==> src/rtl/lz4d_pkg.sv <==
// Package for the LZ4 block decoder: payload structs, phase and status codes.
// No dependencies.
package lz4d_pkg;

    localparam int LENGTH_BITS   = 24;
    localparam int HISTORY_DEPTH = 65536;
    localparam int HIST_AW       = $clog2(HISTORY_DEPTH);
    localparam int LIT_W         = LENGTH_BITS + 1;
    localparam logic [LENGTH_BITS-1:0] LIMIT_RESET = LENGTH_BITS'(65536);
    localparam logic [LIT_W-1:0] LIT_SAT = {LIT_W{1'b1}};

    typedef enum logic [2:0] {
        PH_TOKEN, PH_LIT_EXT, PH_LITERALS, PH_OFF_LO, PH_OFF_HI, PH_MATCH_EXT
    } phase_t;

    typedef enum logic [2:0] {
        ST_DATA = 3'd0, ST_DONE = 3'd1, ST_IN_OVER = 3'd2,
        ST_OUT_OVER = 3'd3, ST_BAD_OFFSET = 3'd4
    } status_t;

    typedef struct packed {
        logic [7:0] in_byte;
        logic       block_end;
    } in_item_t;

    typedef struct packed {
        logic [63:0]            data_word;
        logic [3:0]             byte_count;
        logic                   run_last;
        logic [2:0]             status;
        logic [LENGTH_BITS-1:0] decoded_length;
    } out_item_t;

    // Command from the parser to the executor
    typedef enum logic [1:0] {
        CMD_NONE, CMD_LIT, CMD_MATCH
    } cmd_kind_t;

    typedef struct packed {
        cmd_kind_t    kind;
        logic [7:0]   lit;
        logic [8:0]   count;     // match byte count, up to 255
        logic [15:0]  offset;
        logic         has_stat;
        logic [2:0]   status;
        logic [LENGTH_BITS-1:0] length;
    } cmd_t;

    localparam int CMD_W = $bits(cmd_t);

    // Executor sequencing
    typedef enum logic [1:0] {
        EX_IDLE, EX_COPY, EX_STAT
    } ex_state_t;

endpackage

==> src/rtl/lz4d_cmd_fifo.sv <==
// Short queue of commands between parser and executor.
// Depends on lz4d_pkg.
module lz4d_cmd_fifo (
    input  logic           clk,
    input  logic           rst_n,
    input  logic           wr_valid,
    output logic           wr_ready,
    input  lz4d_pkg::cmd_t wr_data,
    output logic           rd_valid,
    input  logic           rd_ready,
    output lz4d_pkg::cmd_t rd_data
);
    lz4d_pkg::cmd_t mem_reg [4];
    logic [1:0] wp_reg, rp_reg;
    logic [2:0] cnt_reg;
    logic wr, rd;

    assign wr_ready = (cnt_reg != 3'd4);
    assign rd_valid = (cnt_reg != 3'd0);
    assign rd_data  = mem_reg[rp_reg];
    assign wr = wr_valid && wr_ready;
    assign rd = rd_valid && rd_ready;

    // Store entries
    always_ff @(posedge clk)
    begin
        if (wr)
            mem_reg[wp_reg] <= wr_data;
    end

    // Advance pointers
    always_ff @(posedge clk or negedge rst_n)
    begin
        if (!rst_n)
        begin
            wp_reg  <= '0;
            rp_reg  <= '0;
            cnt_reg <= '0;
        end
        else
        begin
            if (wr)
                wp_reg <= wp_reg + 2'd1;
            if (rd)
                rp_reg <= rp_reg + 2'd1;
            cnt_reg <= cnt_reg + 3'(wr) - 3'(rd);
        end
    end
endmodule

==> config.mk <==
export PLATFORM = sky130hd
export DESIGN_NAME = lz4d_cmd_fifo
export DESIGN_NICKNAME = d
export VERILOG_FILES = /design/src/rtl/lz4d_pkg.sv /design/src/rtl/lz4d_cmd_fifo.sv
export SDC_FILE = /design/constraint.sdc
export NUM_CORES = 1
export LEC_CHECK = 0
export BUFFER_PORTS_ARGS = -buffer_cell sky130_fd_sc_hd__buf_2
export CAP_MARGIN = 20
export CORE_MARGIN = 2
export CORE_UTILIZATION = 45
export DETAILED_ROUTE_END_ITERATION = 7
export SYNTH_ARGS = -nofsm -noshare
export SYNTH_HDL_FRONTEND = slang
export SYNTH_SLANG_ARGS = --single-unit
==> constraint.sdc <==
create_clock -name clk -period 2.9 [get_ports clk]
set_input_delay 0.58 -clock clk [delete_from_list [all_inputs] [get_ports clk]]
set_output_delay 0.58 -clock clk [all_outputs]
set_load 0.01 [all_outputs]
Yosys cells after proc, flatten, opt, wreduce, memory -nomap -nowiden
Memories as Yosys holds them, arrays and structs flattened. Index checks and enable logic that the tools add are counted.

Output and inout port bits: 65. Flip-flop bits (word level): 7. Word-level logic and storage cells: 14. Memories kept: 1. Bits of input ports: 67. Memory bits (writable): 252.

Add/sub/neg operators: 4. Muxes and demuxes: 2. Reduce and logical (&&, ||, !) cells: 3. Equality and inequality tests: 1.

Memories: mem_reg (depth 4, bits a word 63, read ports 1, clocked after Yosys merged registers in 0, write ports 1, RTL line lz4d_cmd_fifo.sv:13) `lz4d_pkg::cmd_t mem_reg [4];`.

Operator list (number): $add 2x1->2 const B (2); $add 3x1->3 (1); $ne 3x3->1 const B (1); $reduce_bool 3->1 (1); $sub 3x1->3 (1); $logic_and 1x1->1 (2); $mux 1 (2).

Logic depth before layout (Yosys ltp)
Word-level depth: 4. Mapped depth: 9. Mapped depth without buffers: 9.

Worst setup path after synthesis
Ideal clock, no wire load.

Path kind: reg-to-reg. From: register cnt_reg[2]. To: memory mem_reg[0][0] (netlist name) (enable). Clock period less this slack: 2.645 ns. Required time: 2.472 ns. Path slack: 0.255 ns. Buffers on the path: 0. Library setup time: 0.428 ns. Arrival: 2.217 ns. Cell stages (with the launch flop): 3. Path through: dfrtp_1 -> nor3b_2 -> and3b_1.

Cells in the longest elaborated chain, start to end: 4.

Ends and longest elaborated chain: start: declaration (RTL line lz4d_cmd_fifo.sv:15) `logic [2:0] cnt_reg;`; start signal: assignment (RTL line lz4d_cmd_fifo.sv:46) `cnt_reg <= cnt_reg + 3'(wr) - 3'(rd);`; $ne 3x3->1 (RTL line lz4d_cmd_fifo.sv:18) `assign wr_ready = (cnt_reg != 3'd4);`; $logic_and 1x1->1 (RTL line lz4d_cmd_fifo.sv:21) `assign wr = wr_valid && wr_ready;`; $mux 1 (RTL line lz4d_cmd_fifo.sv:27) `if (wr)`; $mux 1 (not written as such) (RTL line lz4d_cmd_fifo.sv:28) `mem_reg[wp_reg] <= wr_data;`; end: declaration (RTL line lz4d_cmd_fifo.sv:13).

Every way passes these cells.

==> summary.md <==
| Metric | Value |
|---|---|
| Status | `completed` |
| Max reg flops | `252` |
| Register area share after synthesis | `approximately 81%` |
| Placed Cells | `approximately 780` |
| Longest Clk Path Bufs | `3` |
| Post-Route WL | `17200 um` |
| Crit path cell chain | `buf_4 -> mux4_2 -> buf_2` |
| # port buffers | `131` |
| Setup violations, final | `0` |
| Clock latency on the worst-skew pair | `~520 ps` |
| Fraction of the cycle the final worst path needs | `92.5%` |
| Largest net degree at the start of global routing | `43` |
| R2R Path Start | `cnt_reg[1]$_DFF_PN0_` |
| YS warnings | `0` |
| HPWL after detailed placement | `10400 um` |
| Worst Setup SP | `rp_reg[0]$_DFFE_PN0P_` |
| Yosys reg bits | `259` |
| Critical path's slowest cell | `mux4_2` |
| Post-route minimum period | `between 2000 and 3000 ps` |
| Worst-path clk slew | `60 ps` |
| Initial antenna violation count | `2` |
| Initial core utilization | `45.6%` |
| CP max FO | `23` |
| RSZ-0062 raised after global routing | `false` |
| Critical Path AT | `2100 ps` |
| Max cap viols | `0` |
| Crit. End Element | `primary output` |
| Post-layout total power | `11600 uW` |
| R2R Setup Slk | `520 ps` |
| DR WL/cell | `20.9 um` |
| WP depth | `3` |
| Share of cells above drive strength 1 | `between 40 and 50%` |
| Setup bufs post-CTS | `0` |
| Final GP Congestion | `between 0.6 and 0.7` |
| Peak Freq | `approximately 0.37 GHz` |
| Die Y | `150 um` |
| Final std cells w/o fill | `822` |
| Post-Synthesis Cells | `370` |
| Skew final | `5.02 ps` |
| Row count | `53` |
| Residual DRC | `0` |
| Top cells by area, synth | `edfxtp_1 79%, mux4_2 15%, dfrtp_1 1.8%, ha_1 0.79%, buf_6 0.71%` |
| Top Family by Delay on Critical Path | `multiplexers` |
| Synthesized net count | `444` |
| Hold Path Cell Cnt | `1` |
| Hold Path Origin | `wr_data[12]` |
| Antenna cells | `0` |
| Post-CTS Resized | `0` |
| Via count | `4317` |
| Syn avg cell area | `between 20 and 30 um^2` |
| Setup WS post-layout | `217 ps` |
| Largest area contributor in the netlist | `edfxtp_1` |
| CP Class | `reg2out` |
| CTS Sinks | `259` |
| DR vias/cell | `between 5 and 6` |
| Startpoint types | `register` |
| Static Leakage | `0.00389 uW` |
| Worst slack, placed | `513 ps` |
| Final net count | `604` |
| Post-Syn Area | `between 0.009 and 0.01 mm^2` |
| Slew headroom | `between 60% and 70%` |
| WP buf/inv | `2` |
| GR Util All Layers | `between 10% and 20%` |
| Die area | `around 0.022 mm^2` |
| Pins over their slew limit | `0` |
| Maximum vdd drop | `around 500 uV` |
| CTS tree | `done` |
| DRT iter0 DRCs | `around 250` |
| Class of the worst hold path | `in2reg` |
| Core area | `0.0210 mm^2` |
| Post-DRT Antenna Nets | `0` |
| Area fraction of the dominant cell type after synthesis | `79.1%` |
| Setup TNS Final | `0 ps` |
| Post-CTS Hold Fix Bufs | `1` |
| Pre-antenna DRT Iters | `4` |
| Global-route wire length before repair | `26500 um` |
| CTS Root Cell | `clkbuf_16` |
| IO Pins | `132` |
| Endpoints failing hold | `0` |
| Total congestion overflow | `0` |
| Area growth, synth to finish | `19.4%` |
| Worst slew pin tran | `slightly below 500 ps` |
| Max incr delay on CP | `580 ps` |
| Reg2reg path depth | `9` |
| Chip width | `between 100 and 150 um` |
| Library cells used by synthesis | `20` |
| Pwr per Cell Area | `1010 mW/mm^2` |
| Vias in the first global route | `between 4000 and 5000` |
| CTS buffer count | `27` |
| FILL cells | `1636` |
| Worst EP required | `2320 ps` |
| H-tree levels | `1` |
==> cells by family (layout without fill, tap and decap cells) <==
kind of cell               Yosys count  after routing  share of synthesized area (%)
xor gates and xnor gates             4              4                          0.366
buffers and inverters               20            197                           1.39
muxes                               63             63                           14.8
DFF                                259            259                           81.0
AOI/OAI and AO/OA                    4              4                          0.340
adders and majority gates            7              7                          0.994
and+or+nand+nor                     13             13                           1.10
==> worst paths after layout <==
check                                           endpoint
worst max-delay path                         rd_data[14]
worst min-delay path            mem_reg[2][12]$_DFFE_PP_
worst max register to register      cnt_reg[2]$_DFF_PN0_
worst min register to register     wp_reg[1]$_DFFE_PN0P_
max in group asynchronous          rp_reg[0]$_DFFE_PN0P_
min in group asynchronous          rp_reg[1]$_DFFE_PN0P_
==> Yosys cell counts <==
master and number:
and3b_1 4, buf_2 7, buf_4 1, buf_6 6
dfrtp_1 7, edfxtp_1 252, fa_1 1, ha_1 6
inv_1 6, mux4_2 63, nand2_1 1, nand2b_1 4
nand4bb_1 2, nor3b_2 1, o211ai_1 2, o311ai_0 1
o31a_1 1, or3_1 1, xnor2_1 3, xor2_1 1
==> report_power, final <==
part	switching [uW]	internal [uW]	total, uW
clock network	1270	1700	2980
logic	1780	1630	3400
registers	260	4940	5200
==> routing by layer <==
metal	up-vias	global-route usage, %	share of wire (%)	routed length [um]
met2	122	26.3	50	8670
met1	2255	21.1	42	7190
met4	4	4.34	1.7	299
li1	1909	-	-	-
met3	27	3.60	6.0	1040
met5	-	0	0.12	21
==> metrics by stage <==
stage | hold WS [ps] | instance area (um^2) | utilization [%]
2_1_floorplan | 284 | 9560 | -
3_3_place_gp | 433 | 10600 | 50.8
3_5_place_dp | 430 | 10600 | 50.8
4_1_cts | 241 | 11400 | 54.5
5_1_grt | 254 | 11400 | 54.5
6_report | 270 | 11400 | 54.5
==> final cells by class <==
class | instances | area [um^2] | area share, %
clock buffers | 38 | 717 | 6.28
clock inverters | 8 | 40.0 | 0.351
inverters | 6 | 22.5 | 0.197
multi-input cells | 91 | 1700 | 14.9
flip-flops and latches | 259 | 7750 | 67.9
well taps | 275 | 344 | 3.01
repair buffers | 145 | 838 | 7.34
==> layout by cell type, fill, tap and decap left out <==
| cell | Yosys | layout |
|---|---|---|
| nor3b_2 | 1 | 1 |
| clkinv_2 | 0 | 1 |
| nand2_1 | 1 | 1 |
| o31a_1 | 1 | 1 |
| buf_12 | 0 | 6 |
| inv_6 | 0 | 1 |
| inv_1 | 6 | 6 |
| o311ai_0 | 1 | 1 |
| buf_2 | 7 | 131 |
| nand4bb_1 | 2 | 2 |
| dlygate4sd3_1 | 0 | 1 |
| xnor2_1 | 3 | 3 |
| mux4_2 | 63 | 63 |
| dfrtp_1 | 7 | 5 |
| o211ai_1 | 2 | 2 |
| clkbuf_16 | 0 | 27 |
| clkinv_1 | 0 | 5 |
| clkbuf_1 | 0 | 11 |
| and3b_4 | 0 | 4 |
| fa_1 | 1 | 1 |
| ha_1 | 6 | 6 |
| xor2_1 | 1 | 1 |
| nand2b_1 | 4 | 4 |
| buf_4 | 1 | 7 |
| dfrtp_4 | 0 | 2 |
| clkinvlp_4 | 0 | 1 |
| or3_1 | 1 | 1 |
| edfxtp_1 | 252 | 252 |
Power figures use the tool's default switching activity.
