<file path="src/rtl/lz4d_pkg.sv">
// Package for the LZ4 block decoder: payload structs, phase and status codes.
// No dependencies.
package lz4d_pkg;

    localparam int LENGTH_BITS   = 24;
    localparam int HISTORY_DEPTH = 65536;
    localparam int HIST_AW       = $clog2(HISTORY_DEPTH);
    localparam int LIT_W         = LENGTH_BITS + 1;
    localparam logic [LENGTH_BITS-1:0] LIMIT_RESET = LENGTH_BITS'(65536);
    localparam logic [LIT_W-1:0] LIT_SAT = {LIT_W{1'b1}};

    typedef enum logic [2:0] {
        PH_TOKEN, PH_LIT_EXT, PH_LITERALS, PH_OFF_LO, PH_OFF_HI, PH_MATCH_EXT
    } phase_t;

    typedef enum logic [2:0] {
        ST_DATA = 3'd0, ST_DONE = 3'd1, ST_IN_OVER = 3'd2,
        ST_OUT_OVER = 3'd3, ST_BAD_OFFSET = 3'd4
    } status_t;

    typedef struct packed {
        logic [7:0] in_byte;
        logic       block_end;
    } in_item_t;

    typedef struct packed {
        logic [63:0]            data_word;
        logic [3:0]             byte_count;
        logic                   run_last;
        logic [2:0]             status;
        logic [LENGTH_BITS-1:0] decoded_length;
    } out_item_t;

    // Command from the parser to the executor
    typedef enum logic [1:0] {
        CMD_NONE, CMD_LIT, CMD_MATCH
    } cmd_kind_t;

    typedef struct packed {
        cmd_kind_t    kind;
        logic [7:0]   lit;
        logic [8:0]   count;     // match byte count, up to 255
        logic [15:0]  offset;
        logic         has_stat;
        logic [2:0]   status;
        logic [LENGTH_BITS-1:0] length;
    } cmd_t;

    localparam int CMD_W = $bits(cmd_t);

    // Executor sequencing
    typedef enum logic [1:0] {
        EX_IDLE, EX_COPY, EX_STAT
    } ex_state_t;

endpackage

</file>
<file path="src/rtl/lz4d_parser.sv">
// Front part: parses tokens, lengths and offsets into commands.
// Depends on lz4d_pkg.
module lz4d_parser (
    input  logic                          clk,
    input  logic                          rst_n,
    input  logic                          cfg_valid,
    output logic                          cfg_ready,
    input  logic [lz4d_pkg::LENGTH_BITS-1:0] cfg_data,
    input  logic                          in_valid,
    output logic                          in_ready,
    input  lz4d_pkg::in_item_t            in_data,
    output logic                          cmd_valid,
    input  logic                          cmd_ready,
    output lz4d_pkg::cmd_t                cmd
);
    localparam int LW = lz4d_pkg::LIT_W;

    lz4d_pkg::phase_t phase_reg, phase_next;
    logic [LW-1:0] lit_left_reg, lit_left_next;
    logic [3:0]  nib_reg, nib_next;
    logic [15:0] off_reg, off_next;
    logic [LW-1:0] prod_reg, prod_next;
    logic        failed_reg, failed_next;
    logic [2:0]  fcode_reg, fcode_next;
    logic        over_reg, over_next;
    logic [lz4d_pkg::LENGTH_BITS-1:0] limit_reg;

    logic [7:0] b;
    logic       fire;
    logic [LW:0] lit_sum;
    logic [LW-1:0] lit_sat;
    logic [16:0] full_off;

    assign cfg_ready = 1'b1;
    assign in_ready  = cmd_ready;
    assign fire      = in_valid && in_ready;
    assign cmd_valid = in_valid;
    assign b         = in_data.in_byte;
    assign lit_sum   = {1'b0, lit_left_reg} + (LW+1)'(b);
    assign lit_sat   = lit_sum[LW] ? lz4d_pkg::LIT_SAT : lit_sum[LW-1:0];
    assign full_off  = {1'b0, b, off_reg[7:0]};

    // Decode one byte into state update and command
    always_comb
    begin
        logic [LW+1:0] need;
        logic [8:0]    mcount;
        phase_next    = phase_reg;
        lit_left_next = lit_left_reg;
        nib_next      = nib_reg;
        off_next      = off_reg;
        prod_next     = prod_reg;
        failed_next   = failed_reg;
        fcode_next    = fcode_reg;
        over_next     = over_reg;
        cmd           = '0;
        cmd.kind      = lz4d_pkg::CMD_NONE;
        cmd.lit       = b;
        cmd.offset    = full_off[15:0];
        need          = '0;
        mcount        = '0;
        if (!failed_reg)
        begin
            unique case (phase_reg)
                lz4d_pkg::PH_TOKEN:
                begin
                    if (prod_reg >= LW'(limit_reg))
                    begin
                        failed_next = 1'b1;
                        fcode_next  = lz4d_pkg::ST_OUT_OVER;
                    end
                    else
                    begin
                        nib_next = b[3:0];
                        if (b[7:4] == 4'hf)
                        begin
                            lit_left_next = LW'(15);
                            phase_next    = lz4d_pkg::PH_LIT_EXT;
                        end
                        else if (b[7:4] == 4'h0)
                            phase_next = lz4d_pkg::PH_OFF_LO;
                        else
                        begin
                            lit_left_next = LW'(b[7:4]);
                            over_next = ({2'b0, prod_reg} + (LW+2)'(b[7:4]))
                                        > (LW+2)'(limit_reg);
                            phase_next = lz4d_pkg::PH_LITERALS;
                        end
                    end
                end
                lz4d_pkg::PH_LIT_EXT:
                begin
                    lit_left_next = lit_sat;
                    if (b != 8'hff)
                    begin
                        over_next = ({2'b0, prod_reg} + {2'b0, lit_sat})
                                    > (LW+2)'(limit_reg);
                        phase_next = lz4d_pkg::PH_LITERALS;
                    end
                end
                lz4d_pkg::PH_LITERALS:
                begin
                    if (!over_reg)
                    begin
                        cmd.kind  = lz4d_pkg::CMD_LIT;
                        prod_next = prod_reg + LW'(1);
                    end
                    if (lit_left_reg <= LW'(1))
                    begin
                        lit_left_next = '0;
                        if (over_reg)
                        begin
                            failed_next = 1'b1;
                            fcode_next  = lz4d_pkg::ST_OUT_OVER;
                        end
                        else
                            phase_next = lz4d_pkg::PH_OFF_LO;
                    end
                    else
                        lit_left_next = lit_left_reg - LW'(1);
                end
                lz4d_pkg::PH_OFF_LO:
                begin
                    off_next   = {8'h00, b};
                    phase_next = lz4d_pkg::PH_OFF_HI;
                end
                lz4d_pkg::PH_OFF_HI:
                begin
                    off_next = full_off[15:0];
                    if (full_off == 17'd0 || LW'(full_off) > prod_reg ||
                        full_off > 17'(lz4d_pkg::HISTORY_DEPTH))
                    begin
                        failed_next = 1'b1;
                        fcode_next  = lz4d_pkg::ST_BAD_OFFSET;
                    end
                    else
                    begin
                        mcount = (nib_reg == 4'hf) ? 9'd19 : 9'({nib_reg} + 5'd4);
                        need = {2'b0, prod_reg} + (LW+2)'(mcount);
                        if (need > (LW+2)'(limit_reg))
                            over_next = 1'b1;
                        else
                        begin
                            over_next = 1'b0;
                            cmd.kind  = lz4d_pkg::CMD_MATCH;
                            cmd.count = mcount;
                            prod_next = need[LW-1:0];
                        end
                        if (nib_reg == 4'hf)
                            phase_next = lz4d_pkg::PH_MATCH_EXT;
                        else if (need > (LW+2)'(limit_reg))
                        begin
                            failed_next = 1'b1;
                            fcode_next  = lz4d_pkg::ST_OUT_OVER;
                        end
                        else
                            phase_next = lz4d_pkg::PH_TOKEN;
                    end
                end
                default:
                begin
                    cmd.offset = off_reg;
                    mcount = {1'b0, b};
                    need = {2'b0, prod_reg} + (LW+2)'(mcount);
                    if (over_reg || need > (LW+2)'(limit_reg))
                        over_next = 1'b1;
                    else if (b != 8'h00)
                    begin
                        cmd.kind  = lz4d_pkg::CMD_MATCH;
                        cmd.count = mcount;
                        prod_next = need[LW-1:0];
                    end
                    if (b != 8'hff)
                    begin
                        if (over_next)
                        begin
                            failed_next = 1'b1;
                            fcode_next  = lz4d_pkg::ST_OUT_OVER;
                        end
                        else
                            phase_next = lz4d_pkg::PH_TOKEN;
                    end
                end
            endcase
        end
        // Block end: report and restart
        if (in_data.block_end)
        begin
            cmd.has_stat = 1'b1;
            if (failed_next)
                cmd.status = fcode_next;
            else if (phase_next == lz4d_pkg::PH_TOKEN ||
                     phase_next == lz4d_pkg::PH_OFF_LO)
            begin
                cmd.status = lz4d_pkg::ST_DONE;
                cmd.length = prod_next[lz4d_pkg::LENGTH_BITS-1:0];
            end
            else
                cmd.status = lz4d_pkg::ST_IN_OVER;
            phase_next    = lz4d_pkg::PH_TOKEN;
            lit_left_next = '0;
            nib_next      = '0;
            off_next      = '0;
            prod_next     = '0;
            failed_next   = 1'b0;
            fcode_next    = '0;
            over_next     = 1'b0;
        end
    end

    // Hold parser state between beats
    always_ff @(posedge clk or negedge rst_n)
    begin
        if (!rst_n)
        begin
            phase_reg    <= lz4d_pkg::PH_TOKEN;
            lit_left_reg <= '0;
            nib_reg      <= '0;
            off_reg      <= '0;
            prod_reg     <= '0;
            failed_reg   <= 1'b0;
            fcode_reg    <= '0;
            over_reg     <= 1'b0;
            limit_reg    <= lz4d_pkg::LIMIT_RESET;
        end
        else
        begin
            if (cfg_valid)
                limit_reg <= cfg_data;
            if (fire)
            begin
                phase_reg    <= phase_next;
                lit_left_reg <= lit_left_next;
                nib_reg      <= nib_next;
                off_reg      <= off_next;
                prod_reg     <= prod_next;
                failed_reg   <= failed_next;
                fcode_reg    <= fcode_next;
                over_reg     <= over_next;
            end
        end
    end
endmodule

</file>
<file path="config.mk">
export PLATFORM = sky130hd
export DESIGN_NAME = lz4d_parser
export DESIGN_NICKNAME = d
export VERILOG_FILES = /design/src/rtl/lz4d_pkg.sv /design/src/rtl/lz4d_parser.sv
export SDC_FILE = /design/constraint.sdc
export NUM_CORES = 1
export LEC_CHECK = 0
export BUFFER_PORTS_ARGS = -buffer_cell sky130_fd_sc_hd__buf_2
export CAP_MARGIN = 30
export CORE_MARGIN = 2
export CORE_UTILIZATION = 45
export DETAILED_ROUTE_END_ITERATION = 8
export PLACE_DENSITY_LB_ADDON = 0.08
export SLEW_MARGIN = 20
export SYNTH_ARGS = -nofsm -noshare
export SYNTH_HDL_FRONTEND = slang
export SYNTH_SLANG_ARGS = --single-unit
</file>
<file path="constraint.sdc">
create_clock -name clk -period 8.7 [get_ports clk]
set_input_delay 1.74 -clock clk [delete_from_list [all_inputs] [get_ports clk]]
set_output_delay 1.74 -clock clk [all_outputs]
set_load 0.02 [all_outputs]
</file>
Word level (Yosys, flattened, before mapping)
Index checks and enable logic that the tools add are counted.
{ "op_classes": {"add_sub_neg": 8, "magnitude_cmp": 8, "n_eq_ne": 22, "muxes": 90, "reduce_logical": 26} }
{ "op_table": {"columns": ["cell", "n"], "rows": [
  ["$mux 25", 15],
  ["$pmux 25 s3", 2],
  ["$gt 26x24->1", 4],
  ["$mux 3", 22],
  ["$add 25x8->26", 2],
  ["$mux 16", 3],
  ["$mux 24", 2],
  ["$pmux 16 s2", 1],
  ["$mux 28", 1],
  ["$add 25x25->26", 1],
  ["$add 25x4->26", 1],
  ["$add 25x5->26", 1],
  ["$add 25x1->25 const B", 1],
  ["$ge 25x24->1", 1],
  ["$gt 16x25->1", 1],
  ["$le 25x1->1 const B", 1],
  ["$sub 25x1->25 const B", 1],
  ["$mux 1", 22],
  ["$ne 3x3->1 const B", 7],
  ["$pmux 9 s2", 1],
  ["$gt 16x17->1 const B", 1],
  ["$logic_not 17->1", 1],
  ["$mux 4", 4],
  ["$mux 8", 2],
  ["32 further kinds", 56]
]} }
{ "totals": {"reg_bits": 102, "inputBits": 38, "elab_cells": 165} }

Logic depth before layout (Yosys ltp)
{ "depth": {"word_depth": 15, "ltp_mapped": 31} }

Least setup slack after synthesis
OpenSTA, ideal clock, no wires.
{ "synth_timing": {"path_kind": "input port to output port", "from": "input port in_data[1] in the netlist's numbering", "to": "output port cmd[12] in the netlist's numbering", "arrival_ns": 6.072, "setup_slack_ns": 0.888, "path_stages": 21, "n_path_buf": 3, "cell_sequence": "ha_1 fa_1 a21oi_1 nand4b_1 and3_1 or3_1 clkbuf_1 nor2_1 xor2_1 ha_1 a21oi_1 nand2_1 a2111oi_0 a32oi_1 nor3_1 buf_2 a31o_2 clkbuf_1 nor2_1 or4_1 nor2_1"} }
{ "synth_rtl": {"columns": ["element", "line", "text"], "rows": [
  ["from (decl)", "lz4d_parser.sv:11", "input lz4d_pkg::in_item_t in_data,"],
  ["to (decl)", "lz4d_parser.sv:14", "output lz4d_pkg::cmd_t cmd"]
]} }

==> impl_results.md <==
* Outcome: finished clean
* Total negative slack at 0 ns
* Gate Count Post-Synth at 1,873
* Sequential element share of the synthesized area at 18.25%
* Worst setup path class: in -> out
* Final setup vio count at 0
* Layout Utilization at 50.64%
* Total grt overflow at 0
* Placed cells at 2,340
* FP Rows at 64
* Worst-Margin Slew at 1.007 ns
* Vias at 15.12k
* CP Capture Type: primary output
* M1 GR Usage at 47.97%
* Top FF cell, synth: dfrtp_1
* GR Util met2 at 57.94%
* Max-cap check violation count at 0
* # DRC at 0
* CP Launch Type: input pin
* Met3 Use GR at 6.568%
* Clock Sinks at 102
* Core Area at 30,590 um2
* Layout Cells excl Fill at 2,357
* Starting Density at 45.75%
* Avg Cell Area, Syn at 7.472 um2
* FF+latch count, synth at 102
* RSZ-0062 raised after global routing: false
* Routed len/inst at 26.05 um
* CTS H-tree depth at 3
* Critical path arrival at 6.85 ns
* Leakage at 7.123 nW
* Initial DRC count at 1,619
* Gp weighted congestion at 1.038
* Syn_nets at 2,106
* Vias/cell at 6.414
* Die height at 180.4 um
* Setup Fix Bufs, Post-CTS at 0
* Fin. Hold Viols at 0
* Syn-to-layout area delta at 10.69%
* Remaining antenna violation count at 0
* Area contributors post-synth: dfrtp_1 18%, ha_1 17%, nand2_1 6.1%
* Port bufs at 101
* First-pass detailed-route iteration total at 5
* Area fraction of the dominant cell type after synthesis at 18.06%
* Detailed Place HPWL at 46.83 mm
* Max-slew headroom at 32.65%
* Critical path data required time at 6.96 ns
* Clk_lat worst skew at 0.40 ns
* Synth async-reset ratio at 100.0%
* Worst-path maximum fanout at 17
* Die area at 32,530 um2
* Total track usage at 37.13%
* PwrDens at 211.9 nW/um2
* Clock Skew at 0.01793 ns
* Top-count cell post-synth: nand2_1
* Layout cells sized above 1 at 13.05%
* I/O pins at 104
* Wirelength, routed at 61.41 mm
* Vias in the first global route at 14.23k
* Die width at 180.4 um
* Ant. Diodes at 0
* Hold Buf Count CTS at 0
* Synth area leader: dfrtp_1
* Clock-pin slew on the worst setup and hold paths at 0.07 ns
* Worst VDD drop at 0.0001707 V
* Final worst path period need at 8.592 ns
* Most frequent cells after synthesis: 226 x nand2_1, 190 x ha_1, 166 x nor2_1
* Netlist cell types at 98
* Num CTS Buffers at 9
* First-pass GRT wire length at 90.47 mm
* Fmax at 0.1164 GHz
* Largest net degree at the start of global routing at 55
* Yosys warnings at 0
* Number of flops mapped to enable cells by yosys at 0
* Tcrit/Tclk final at 98.76%
* Nets@finish at 2,189
* Worst hold path type: reg -> reg
* Initial antenna violation count at 0
* Final Power at 3.282 mW
* GRT busiest layer: met2
* Clock root buffer: clkbuf_16
* Mapped Area at 13,990 um2
* Max Slew Vio Count at 0
* CTS tree: yes
* Clock Tree Buf Depth at 2
[placed cells by master (no fill, tap or decap), types with 22 or more instances in the layout]
| cell | netlist | final |
|---|---|---|
| a21o_1 | 30 | 30 |
| nor3_1 | 41 | 37 |
| ha_1 | 190 | 190 |
| nor4_1 | 22 | 22 |
| nor2_1 | 166 | 166 |
| inv_1 | 78 | 78 |
| buf_2 | 13 | 101 |
| nor2b_1 | 23 | 23 |
| nand2_1 | 226 | 226 |
| a21oi_1 | 128 | 127 |
| nand3_1 | 64 | 64 |
| buf_4 | 21 | 87 |
| and3_1 | 25 | 25 |
| xnor2_1 | 85 | 85 |
| nand4_1 | 40 | 40 |
| xor2_1 | 33 | 32 |
| o21ai_0 | 151 | 151 |
| dfrtp_1 | 101 | 101 |
[per-layer routing]
layer / share of wire (%) / up-vias
li1: - / 6988
met1: 41 / 7110
met2: 44 / 827
met3: 8.4 / 192
met4: 6.4 / 0
met5: 0 / -
[report_power, final]
group | internal [mW] | switching (mW)
registers | 0.542 | 0.111
logic | 0.769 | 1.37
clock network | 0.270 | 0.221
total | 1.58 | 1.70
[what timing repair did]
action / in CTS / in global routing
endpoints found under the setup margin: 0 / 12
resized for setup: 0 / 6
hold endpoints to repair: 0 / 0
[worst paths after layout]
kind                                        startpoint  cells past startpoint                   endpoint  slack [ns]
hold reg to reg                off_reg[15]$_DFFE_PN0P_                      2    off_reg[15]$_DFFE_PN0P_        0.49
min in group asynchronous                        rst_n                      1  limit_reg[14]$_DFFE_PN0P_        1.40
max in group asynchronous                        rst_n                      2     off_reg[7]$_DFFE_PN0P_        6.04
setup reg to reg           lit_left_reg[1]$_DFFE_PN0P_                     29       over_reg$_DFFE_PN0P_        1.91
hold / removal                 off_reg[15]$_DFFE_PN0P_                      2    off_reg[15]$_DFFE_PN0P_        0.49
setup / recovery                            in_data[1]                     21                    cmd[14]        0.11
[cells by family after synthesis]
| family | after synthesis | share of synthesized area [%] |
|---|---|---|
| flops | 102 | 18.25 |
| other cells | 2 | 0.05366 |
| fa+ha+maj | 196 | 17.77 |
| mux | 6 | 0.4470 |
| compound gates | 541 | 25.17 |
| simple gates | 711 | 24.85 |
| xor+xnor | 118 | 7.385 |
| buf+inv | 197 | 6.071 |
[cell type report]
type	count	area (um2)
Fill cell	3096	15100
Multi-Input combinational cell	1574	10630
Sequential cell	102	2554
Timing Repair Buffer	190	1184
Tap cell	396	495.5
Inverter	79	296.5
Clock buffer	12	256.5
Clock inverter	4	76.32
[worst max-delay path, cell delays in order]
cell,delay [ns]
buf_2,0.12
ha_1,0.24
fa_1,0.41
a21oi_1,0.20
nand4b_1,0.15
and3_1,0.27
or3_1,0.29
nor2_1,0.12
xor2_2,0.22
ha_1,0.30
a21oi_1,0.15
nand2_1,0.07
a2111oi_1,0.45
a32oi_1,0.23
nor3_2,0.31
buf_12,0.19
nand3_1,0.36
o32a_1,0.46
a21oi_1,0.32
nor3_2,0.06
buf_2,0.17
[per-stage QoR]
step / area [um2] / setup WS, ns / hold WS [ns]
3_3_place_gp: 15120 / 0.2074 / 0.4669
2_1_floorplan: 13990 / 0.8879 / 0.4497
5_1_grt: 15490 / 0.008767 / 0.5089
4_1_cts: 15460 / 0.05530 / 0.4932
6_report: 15490 / 0.1078 / 0.4934
3_5_place_dp: 15130 / 0.06400 / 0.4756
(Power assumes the default switching activity.)
